`config.mk`:
```
export PLATFORM = sky130hd
export DESIGN_NAME = least_loaded_cpu_select_unit
export DESIGN_NICKNAME = d
export VERILOG_FILES = /design/src/sv/lcs_pkg.sv /design/src/sv/lcs_ram.sv /design/src/sv/least_loaded_cpu_select_unit.sv
export SDC_FILE = /design/constraint.sdc
export NUM_CORES = 1
export LEC_CHECK = 0
export ABC_AREA = 1
export BUFFER_PORTS_ARGS = -buffer_cell sky130_fd_sc_hd__clkbuf_2
export CORE_ASPECT_RATIO = 1.1
export CORE_MARGIN = 8
export CORE_UTILIZATION = 50
export DETAILED_ROUTE_END_ITERATION = 8
export PLACE_DENSITY = 0.69
export SETUP_SLACK_MARGIN = 0.15
export SLEW_MARGIN = 20
export SYNTH_ARGS = -nofsm -noshare
export SYNTH_HDL_FRONTEND = slang
export SYNTH_SLANG_ARGS = --single-unit
```
`constraint.sdc`:
```
create_clock -name clk -period 11 [get_ports clk]
set_input_delay 1.1 -clock clk [delete_from_list [all_inputs] [get_ports clk]]
set_output_delay 1.1 -clock clk [all_outputs]
set_load 0.1 [all_outputs]
```
`src/sv/lcs_pkg.sv`:
```
// Package for the least-loaded processor select unit: widths, codes and types.
`timescale 1ns / 1ps
`default_nettype none
package lcs_pkg;

    localparam int MAX_CPUS = 64;
    localparam int CPU_W    = 6;
    localparam int CNT_W    = 7;
    localparam int DEPTH_W  = 10;
    localparam int LOAD_W   = 11;
    localparam int HOW_W    = 2;

    typedef logic [CPU_W-1:0]    cpu_t;
    typedef logic [LOAD_W-1:0]   load_t;
    typedef logic [DEPTH_W-1:0]  depth_t;
    typedef logic [HOW_W-1:0]    how_t;
    typedef logic [MAX_CPUS-1:0] cpu_mask_t;
    typedef logic [CNT_W-1:0]    count_t;

    localparam logic FUNC_UPDATE = 1'b0;
    localparam logic FUNC_PICK   = 1'b1;

    localparam how_t HOW_LEAST   = 2'd0;
    localparam how_t HOW_PREF    = 2'd1;
    localparam how_t HOW_FIRST   = 2'd2;
    localparam how_t HOW_DEFAULT = 2'd3;

    localparam depth_t MAX_QUEUE_DEPTH = 10'd1023;

endpackage
`default_nettype wire

```
`src/sv/lcs_ram.sv`:
```
// Generic single-port-write, single-port-read RAM with registered read data.
`timescale 1ns / 1ps
`default_nettype none
module lcs_ram #(
    parameter int WIDTH = 8,
    parameter int DEPTH = 64
) (
    input  wire logic                     clk,
    input  wire logic                     wr_en,
    input  wire logic [$clog2(DEPTH)-1:0] wr_addr,
    input  wire logic [WIDTH-1:0]         wr_data,
    input  wire logic [$clog2(DEPTH)-1:0] rd_addr,
    output logic      [WIDTH-1:0]         rd_data
);

    logic [WIDTH-1:0] mem [DEPTH];

    always_ff @(posedge clk)
    begin
        if (wr_en)
        begin
            mem[wr_addr] <= wr_data;
        end
        rd_data <= mem[rd_addr];
    end

endmodule
`default_nettype wire

```
`src/sv/least_loaded_cpu_select_unit.sv`:
```
// Least-loaded processor select unit: record table, serial scan and result register.
//
// Usage:
//   Input channel (in_valid / in_stall) carries one word per handshake. func 0
//   writes one processor record (depth, busy, present, online) and gives no
//   result; func 1 picks a processor for the given affinity mask and preferred
//   processor and gives exactly one result word on the output channel.
//   The processor count is written through cfg_wr_en / cfg_wr_data; the user
//   must write it only while idle, the unit itself does not enforce this. A
//   pick scans the records one per cycle through the depth RAM read port, one
//   per active processor, then passes a wait state and loads the result into
//   the output register once it is free (skipping the scan when no processor
//   is allowed), and the next word is accepted the cycle after.
//   Reset clears all flags, sets the processor count to 1 and empties the output
//   register; the depth RAM is not cleared, a record is only used once its
//   present flag was set by an update. If the receiver stalls, the result
//   waits in the output register while input is still accepted; a second
//   result waits in the unit until the register frees up.
`timescale 1ns / 1ps
`default_nettype none
module least_loaded_cpu_select_unit (
    input  wire logic                  clk,
    input  wire logic                  rst_n,
    input  wire logic                  cfg_wr_en,
    input  wire lcs_pkg::count_t       cfg_wr_data,
    input  wire logic                  in_valid,
    output logic                       in_stall,
    input  wire logic                  func,
    input  wire lcs_pkg::cpu_t         cpu_index,
    input  wire lcs_pkg::depth_t       queue_depth,
    input  wire logic                  busy_req,
    input  wire logic                  cpu_present,
    input  wire logic                  cpu_online,
    input  wire lcs_pkg::cpu_mask_t    allowed_mask,
    input  wire lcs_pkg::cpu_t         pref_cpu,
    output logic                       out_valid,
    input  wire logic                  out_stall,
    output lcs_pkg::cpu_t              chosen_cpu,
    output lcs_pkg::load_t             chosen_load,
    output lcs_pkg::how_t              how_chosen
);
    import lcs_pkg::*;

    localparam logic [1:0] ST_IDLE   = 2'd0;
    localparam logic [1:0] ST_SCAN   = 2'd1;
    localparam logic [1:0] ST_WAIT   = 2'd2;
    localparam logic [1:0] ST_RESULT = 2'd3;

    logic [1:0] state_reg, state_next;
    count_t     num_cpus_reg, num_cpus_next;
    cpu_mask_t  present_reg, present_next;
    cpu_mask_t  online_reg, online_next;
    logic       out_valid_reg, out_valid_next;
    logic       p1_act_reg, p1_act_next;
    logic       found_reg, found_next;
    logic       first_found_reg, first_found_next;

    cpu_mask_t  qual_sh_reg, qual_sh_next;
    cpu_mask_t  allow_sh_reg, allow_sh_next;
    cpu_t       cnt_reg, cnt_next;
    cpu_t       last_reg, last_next;
    cpu_t       pref_reg, pref_next;
    logic       pref_ok_reg, pref_ok_next;
    logic       p1_qual_reg, p1_qual_next;
    cpu_t       p1_cpu_reg, p1_cpu_next;
    cpu_t       best_reg, best_next;
    load_t      best_load_reg, best_load_next;
    cpu_t       first_reg, first_next;
    cpu_t       out_cpu_reg, out_cpu_next;
    load_t      out_load_reg, out_load_next;
    how_t       out_how_reg, out_how_next;

    logic [DEPTH_W:0] rd_word;
    cpu_t      last_idx;
    cpu_mask_t allowed;
    load_t     rd_load;
    logic      accept;
    logic      upd_we;
    logic      can_load;

    always_comb
    begin
        if (num_cpus_reg == '0)
        begin
            last_idx = '0;
        end
        else if (num_cpus_reg > count_t'(MAX_CPUS))
        begin
            last_idx = cpu_t'(MAX_CPUS - 1);
        end
        else
        begin
            last_idx = cpu_t'(num_cpus_reg - count_t'(1));
        end
    end

    assign in_stall = (state_reg != ST_IDLE);
    assign accept   = in_valid && !in_stall;
    assign upd_we   = accept && (func == FUNC_UPDATE);
    assign allowed  = ((allowed_mask != '0) ? allowed_mask : online_reg) & online_reg;
    assign can_load = !out_valid_reg || !out_stall;
    assign rd_load  = load_t'(rd_word[DEPTH_W-1:0]) + load_t'(rd_word[DEPTH_W]);

    lcs_ram #(
        .WIDTH (DEPTH_W + 1),
        .DEPTH (MAX_CPUS)
    ) u_depth_ram (
        .clk     (clk),
        .wr_en   (upd_we),
        .wr_addr (cpu_index),
        .wr_data ({busy_req, (queue_depth > MAX_QUEUE_DEPTH) ? MAX_QUEUE_DEPTH : queue_depth}),
        .rd_addr (cnt_reg),
        .rd_data (rd_word)
    );

    always_comb
    begin
        state_next       = state_reg;
        num_cpus_next    = num_cpus_reg;
        present_next     = present_reg;
        online_next      = online_reg;
        out_valid_next   = out_valid_reg;
        p1_act_next      = 1'b0;
        found_next       = found_reg;
        first_found_next = first_found_reg;
        qual_sh_next     = qual_sh_reg;
        allow_sh_next    = allow_sh_reg;
        cnt_next         = cnt_reg;
        last_next        = last_reg;
        pref_next        = pref_reg;
        pref_ok_next     = pref_ok_reg;
        p1_qual_next     = p1_qual_reg;
        p1_cpu_next      = p1_cpu_reg;
        best_next        = best_reg;
        best_load_next   = best_load_reg;
        first_next       = first_reg;
        out_cpu_next     = out_cpu_reg;
        out_load_next    = out_load_reg;
        out_how_next     = out_how_reg;

        if (cfg_wr_en)
        begin
            num_cpus_next = cfg_wr_data;
        end

        if (out_valid_reg && !out_stall)
        begin
            out_valid_next = 1'b0;
        end

        // compare stage, one record behind the RAM address
        if (p1_act_reg && p1_qual_reg)
        begin
            if (!found_reg || (rd_load < best_load_reg) ||
                ((rd_load == best_load_reg) && (p1_cpu_reg == pref_reg)))
            begin
                found_next     = 1'b1;
                best_next      = p1_cpu_reg;
                best_load_next = rd_load;
            end
        end

        case (state_reg)
            ST_IDLE:
            begin
                if (upd_we)
                begin
                    present_next[cpu_index] = cpu_present;
                    online_next[cpu_index]  = cpu_online;
                end
                else if (accept)
                begin
                    qual_sh_next     = allowed & present_reg & online_reg;
                    allow_sh_next    = allowed;
                    cnt_next         = '0;
                    last_next        = last_idx;
                    pref_next        = pref_cpu;
                    found_next       = 1'b0;
                    first_found_next = 1'b0;
                    if (allowed == '0)
                    begin
                        pref_ok_next = (pref_cpu <= last_idx);
                        state_next   = ST_RESULT;
                    end
                    else
                    begin
                        pref_ok_next = (pref_cpu <= last_idx) && allowed[pref_cpu];
                        state_next   = ST_SCAN;
                    end
                end
            end
            ST_SCAN:
            begin
                p1_act_next   = 1'b1;
                p1_qual_next  = qual_sh_reg[0];
                p1_cpu_next   = cnt_reg;
                qual_sh_next  = qual_sh_reg >> 1;
                allow_sh_next = allow_sh_reg >> 1;
                if (!first_found_reg && allow_sh_reg[0])
                begin
                    first_found_next = 1'b1;
                    first_next       = cnt_reg;
                end
                if (cnt_reg == last_reg)
                begin
                    state_next = ST_WAIT;
                end
                else
                begin
                    cnt_next = cnt_reg + cpu_t'(1);
                end
            end
            ST_WAIT:
            begin
                state_next = ST_RESULT;
            end
            ST_RESULT:
            begin
                if (can_load)
                begin
                    out_valid_next = 1'b1;
                    out_load_next  = '0;
                    if (found_reg)
                    begin
                        out_cpu_next  = best_reg;
                        out_load_next = best_load_reg;
                        out_how_next  = HOW_LEAST;
                    end
                    else if (pref_ok_reg)
                    begin
                        out_cpu_next = pref_reg;
                        out_how_next = HOW_PREF;
                    end
                    else if (first_found_reg)
                    begin
                        out_cpu_next = first_reg;
                        out_how_next = HOW_FIRST;
                    end
                    else
                    begin
                        out_cpu_next = '0;
                        out_how_next = HOW_DEFAULT;
                    end
                    state_next = ST_IDLE;
                end
            end
            default:
            begin
                state_next = ST_IDLE;
            end
        endcase
    end

    always_ff @(posedge clk or negedge rst_n)
    begin
        if (!rst_n)
        begin
            state_reg       <= ST_IDLE;
            num_cpus_reg    <= count_t'(1);
            present_reg     <= '0;
            online_reg      <= '0;
            out_valid_reg   <= 1'b0;
            p1_act_reg      <= 1'b0;
            found_reg       <= 1'b0;
            first_found_reg <= 1'b0;
        end
        else
        begin
            state_reg       <= state_next;
            num_cpus_reg    <= num_cpus_next;
            present_reg     <= present_next;
            online_reg      <= online_next;
            out_valid_reg   <= out_valid_next;
            p1_act_reg      <= p1_act_next;
            found_reg       <= found_next;
            first_found_reg <= first_found_next;
        end
    end

    always_ff @(posedge clk)
    begin
        qual_sh_reg   <= qual_sh_next;
        allow_sh_reg  <= allow_sh_next;
        cnt_reg       <= cnt_next;
        last_reg      <= last_next;
        pref_reg      <= pref_next;
        pref_ok_reg   <= pref_ok_next;
        p1_qual_reg   <= p1_qual_next;
        p1_cpu_reg    <= p1_cpu_next;
        best_reg      <= best_next;
        best_load_reg <= best_load_next;
        first_reg     <= first_next;
        out_cpu_reg   <= out_cpu_next;
        out_load_reg  <= out_load_next;
        out_how_reg   <= out_how_next;
    end

    assign out_valid   = out_valid_reg;
    assign chosen_cpu  = out_cpu_reg;
    assign chosen_load = out_load_reg;
    assign how_chosen  = out_how_reg;

endmodule
`default_nettype wire
```
==> results of run 1 <==
==> kinds of logic (layout without fill, tap and decap cells) <==
family,Yosys count,in the layout,synth area share
compound gates,678,678,0.0974
simple gates,1418,1418,0.131
mux,74,74,0.0171
flops,1052,1052,0.703
fa+ha+maj,27,27,0.00772
xor+xnor,20,20,0.00400
buf+inv,439,630,0.0400
other cells,0,1,0
==> power breakdown <==
group / total (mW) / switching [mW] / internal (mW)
clock: 3.37 / 1.46 / 1.92
sequential: 5.09 / 0.184 / 4.91
combinational: 3.45 / 2.51 / 0.941
==> area by class of cell <==
cell class,count,area share
sequential,1052,0.629
multi-input combinational,2217,0.231
clock buffer,145,0.0585
tap,1160,0.0297
timing repair buffer,215,0.0274
inverter,230,0.0178
clock inverter,40,0.00649
antenna,1,0.0000511
==> per-stage QoR <==
stage,utilization,std cells,hold WS (ps)
after detailed placement,0.524,4874,408
after global placement,0.524,4874,407
after floorplan,-,3708,400
after CTS,0.561,5059,424
final,0.561,5060,427
after global routing,0.561,5059,440
==> synth_stat cells <==
cell and count:
o21ai_0 331, dfxtp_1 11, a211oi_1 2, ha_1 27, nor2_2 2, edfxtp_1 900
nand3_1 249, buf_2 47, xor2_1 13, a31oi_1 12, inv_1 226, a21oi_1 94
o22ai_1 1, a21boi_0 2, dfrtp_1 140, buf_4 2, o21ai_1 2, nor3b_1 2
o211ai_1 22, a21boi_1 4, xnor2_1 7, o32ai_1 110, nand3b_1 2, buf_1 18
nor4_1 2, o21bai_1 1, a221o_1 1, nand2_4 1, a32o_1 11, a21boi_2 2
mux2_2 8, buf_6 5, a22oi_1 6, o221ai_1 66, dfstp_2 1, inv_2 4
clkbuf_2 1, nor2_1 568, nand2_1 558, nor3_1 16, clkbuf_1 136, o21a_1 11
mux2i_1 66, nand4_1 18
==> worst max path at each step <==
stage	from	to	slack, ps
after floorplan	state_reg[1]	cnt_reg[0]	3240
after global routing	state_reg[1]	online_reg[62]	7040
after CTS	state_reg[1]	u_depth_ram.mem[54][2]	7290
final	state_reg[1]	u_depth_ram.mem[54][2]	7240
after detailed placement	in_valid	present_reg[62]	7010
after global placement	in_valid	online_reg[28]	7060
==> worst reg2reg max path, delay by kind of cell (launching register included) <==
kind	cells	cell delay [ps]
flops	1	420
simple gates	4	2460
fa+ha+maj	1	330
buf+inv	1	150
==> per-layer routing <==
| metal | global-route usage | routed length (µm) |
|---|---|---|
| met3 | 0.0376 | 10000 |
| met1 | 0.323 | 47800 |
| met5 | 0 | 71 |
| met4 | 0.102 | 4900 |
| met2 | 0.366 | 54500 |
==> out/results.tsv, run 1 <==
metric	value	unit
vias in the first global route	28581	
Peak Freq	266	MHz
Rows	114	
Tot Pwr	11.9	mW
r2r setup slk	7240	ps
Total Wirelength	117000	µm
Max clock buf depth	3	
Initial Util	0.502	
Final Hold Fails	0	
Clock Skew	19.6	ps
#FFs+latches synth	1052	
unrepaired setup endpoints after global routing	false	
initial drt markers	3379	
most frequent cells in the layout	edfxtp_1 (900), nand2_1 (558), nor2_1 (555), o21ai_0 (330), nand3_1 (249)	
Clock Sinks	1052	
IO Port Bufs	122	
Biggest register	u_depth_ram.mem	
cells after synthesis	3708	
FF+latch area	30800	µm²
Peak VDD IR	0.000246	V
top cell type's share of synthesized area	0.617	
H-Tree Depth	3	
# nets final	3944	
min-delay src	qual_sh_reg[0]	
initial antenna violation count	6	
Hold Path Class	reg -> reg	
WP buf/inv	1	
Die ar.	97300	µm²
CTS hold repair buffers	0	
Critical R2R Launch	state_reg[1]	
Post-Syn Area	43800	µm²
setup TNS	0	ps
GP Congestion	0.902	
CP cell instances	inv_1, ha_1, nand2_1, nor2_1, nand4_1, nor2_2	
number of cells on the critical path	6	
PwrDens	244	nW/µm²
Post-DP Area	45800	µm²
grt ovf	0	
Worst-Skew Late Latency	660	ps
cts repair resizes	0	
GRT Total Usage	0.233	
final period utilization	0.342	
Filler cells	7111	
Syn Nets	3837	
CP peak stage delay	1060	ps
Worst-Margin Slew	1200	ps
status	finished, final reports clean	
core area	87300	µm²
worst hold path endpoint	p1_qual_reg	
CTS tree	built	
via count	29877	
Setup WS pre-CTS	7010	ps
Max Slew Vio Count	0	
Synth area leader	edfxtp_1	
Startpoint Class	flip-flop	
YS warnings	0	
max cap viols	0	
Tmin final	3760	ps
crit end category	flip-flop	
area of the multi-input gates	11300	µm²
commonest non-fill, non-tap cell in the layout	edfxtp_1	
post-CTS setup buffers	0	
via/cell ratio	5.90	
CP Class	reg -> reg	
syn avg cell area	11.8	µm²
Critical-path top delay cell	nor2_2	
Routed Antenna Nets	0	
Area contributors post-synth	edfxtp_1 (62%), dfrtp_1 (8.0%), nor2_1 (4.9%)	
Reg2Reg Depth	6	
hold path depth	0	
worst-path fanout max	15	
Final WS setup	7240	ps
first-pass GRT wire length	176000	µm
Top Family by Delay on Critical Path	simple AND/OR/NAND/NOR gates	
Avg WL per Cell	23.2	µm
r2r endpoint	u_depth_ram.mem[54][2]	
Synth cell types	44	
DRC viols	0	
number of setup violations in the final report	0	
placed wire-length estimate	71200	µm
fin area	48900	µm²
clk root buf	clkbuf_16	
Seq/Total Area, Yosys	0.703	
number of flip-flops in the largest register	704	
CP required	11260	ps
relative slew slack	0.201	
leakage	18.2	nW
area grow syn2layout	11.8	%
largest net degree at the start of global routing	218	
share of cells above drive strength 1	0.0993	
I/O pin total	123	
total CTS buffers	99	
Data arrival, critical path	4020	ps
die height	326	µm
die width	298	µm
Detailed Routing Iterations Pass 1	8	
clock-pin slew on the worst setup and hold paths	70	ps
Note: power is estimated with default switching activity, not from simulation.
==> run 2, diff against run 1 <==
Clock period 11 ns to 3.4 ns, I/O delays scaled along.
==> out/results.tsv, run 2 (same netlist as run 1, synthesis figures left out) <==
metric	value	unit	change
via count	29870		-0.023%
Startpoint Class	flip-flop		
Setup WS pre-CTS	431	ps	-6580 ps
Worst-Skew Late Latency	670	ps	about the same
r2r setup slk	480	ps	-6760 ps
Clock Skew	29.1	ps	+9.50 ps
cts repair resizes	0		unchanged
core area	87300	µm²	unchanged
Max Slew Vio Count	0		unchanged
Total Wirelength	116000	µm	-1.1%
via/cell ratio	5.83		-1.2%
Die ar.	97300	µm²	unchanged
IO Port Bufs	122		unchanged
clock-pin slew on the worst setup and hold paths	60	ps	about the same
min-delay src	cfg_wr_en		
Clock Sinks	1052		unchanged
DRC viols	0		unchanged
vias in the first global route	28988		+1.4%
CTS tree	built		
Rows	114		unchanged
relative slew slack	0.303		+0.102
clk root buf	clkbuf_16		
Peak Freq	343	MHz	+29%
worst hold slack	42.9	ps	-384 ps
die height	326	µm	unchanged
worst-path fanout max	11		-4
Tot Pwr	39.9	mW	+230%
Peak VDD IR	0.000656	V	+170%
CP Class	reg -> reg		
GRT Total Usage	0.231		-0.00247
H-Tree Depth	3		unchanged
fin area	49900	µm²	+2.0%
share of cells above drive strength 1	0.111		+0.0122
Detailed Routing Iterations Pass 1	6		-2
leakage	18.7	nW	+2.8%
unrepaired setup endpoints after global routing	false		
I/O pin total	123		unchanged
Data arrival, critical path	3270	ps	-750 ps
Tmin final	2920	ps	-842 ps
most frequent cells in the layout	edfxtp_1 (900), nor2_1 (567), nand2_1 (558), o21ai_0 (330), nand3_1 (249)		
Critical R2R Launch	u_depth_ram.rd_data[0]		
area grow syn2layout	14.0	%	
Max clock buf depth	3		unchanged
# nets final	4005		+1.5%
number of flip-flops in the largest register	704		unchanged
initial antenna violation count	5		-1
Routed Antenna Nets	0		unchanged
final core utilization	0.572		+0.0111
PwrDens	799	nW/µm²	+230%
Initial Util	0.502		unchanged
worst setup path startpoint	u_depth_ram.rd_data[0]		
largest net degree at the start of global routing	149		-32%
Biggest register	u_depth_ram.mem		
placed wire-length estimate	74200	µm	+4.3%
initial drt markers	3329		-1.5%
GP Congestion	0.930		+3.1%
total CTS buffers	102		+3.0%
number of setup violations in the final report	0		unchanged
Final WS setup	484	ps	-6760 ps
CP required	3750	ps	-7510 ps
commonest non-fill, non-tap cell in the layout	edfxtp_1		
Avg WL per Cell	22.7	µm	-2.3%
final period utilization	0.858		+0.516
first-pass GRT wire length	175000	µm	-0.72%
crit end category	flip-flop		
die width	298	µm	unchanged
max cap viols	0		unchanged
Final Hold Fails	0		unchanged
status	finished, final reports clean		
grt ovf	0		unchanged
Post-DP Area	46300	µm²	+1.2%
Worst-Margin Slew	1050	ps	-152 ps
Hold Path Class	in -> reg		
==> run 2: changes by cell type in the layout (fill, tap and decap cells not counted), moves of 8 or more <==
| cell | before | now |
|---|---|---|
| bufinv_16 | 5 | 13 |
| nor2_2 | 14 | 2 |
| nor2_1 | 555 | 567 |
| dlygate4sd3_1 | 0 | 12 |
| buf_4 | 91 | 120 |
| clkinv_1 | 21 | 13 |
| buf_12 | 2 | 19 |
| clkbuf_1 | 29 | 19 |
==> run 2: worst paths after layout <==
kind / to / cells after the start
max: best_load_reg[3] / 14
min: num_cpus_reg[0] / 2
max reg2reg: best_load_reg[3] / 14
min reg2reg: best_reg[1] / 0
max in group asynchronous: num_cpus_reg[0] / 3
min in group asynchronous: online_reg[14] / 2
==> run 2: cell type report <==
type | count | area [µm²]
fillers | 6959 | 37400
flip-flops and latches | 1052 | 30800
multi-input cells | 2217 | 11300
clock buffers | 137 | 2900
repair buffers | 273 | 2020
well taps | 1160 | 1450
inverters | 230 | 876
clock inverters | 49 | 594
diodes | 2 | 5.00
==> run 2: metrics by stage <==
stage                     TNS [ps]  std cells
after floorplan              -2810       3708
after global placement           0       4920
after detailed placement         0       4920
after CTS                        0       5118
after global routing             0       5118
final                            0       5120
==> run 2: timing repair <==
action	in CTS	in global routing
endpoints found under the hold margin	98	0
setup buffers	0	0
hold buffers	12	0
endpoints found under the setup margin	0	0
==> run 2: layer usage <==
layer,vias up,wire length [µm],share of wire,GRT usage
met3,250,8950,0.077,0.0354
met1,14647,46300,0.40,0.305
met2,1368,56000,0.48,0.382
met4,6,4720,0.041,0.0934
met5,-,38,0.00033,0
li1,13599,-,-,-
==> run 2: where the power goes <==
part / leakage [nW] / switching, mW / internal, mW / total, mW
Clock: 1.72 / 4.79 / 6.96 / 11.7
Combinational: 6.98 / 8.29 / 3.36 / 11.7
Sequential: 9.98 / 0.622 / 15.9 / 16.5
==> run 2: worst max-delay path, cell delays in order (launching register included) <==
cell and delay (ps):
dfxtp_1 310, ha_1 170, ha_1 180, nand3_1 120
inv_1 70, nand3_1 90, nor3b_1 290, xnor2_1 160
inv_1 80, ha_1 320, nand4_1 110, nor4_1 250
a211oi_1 90, nor3_2 140, buf_4 220
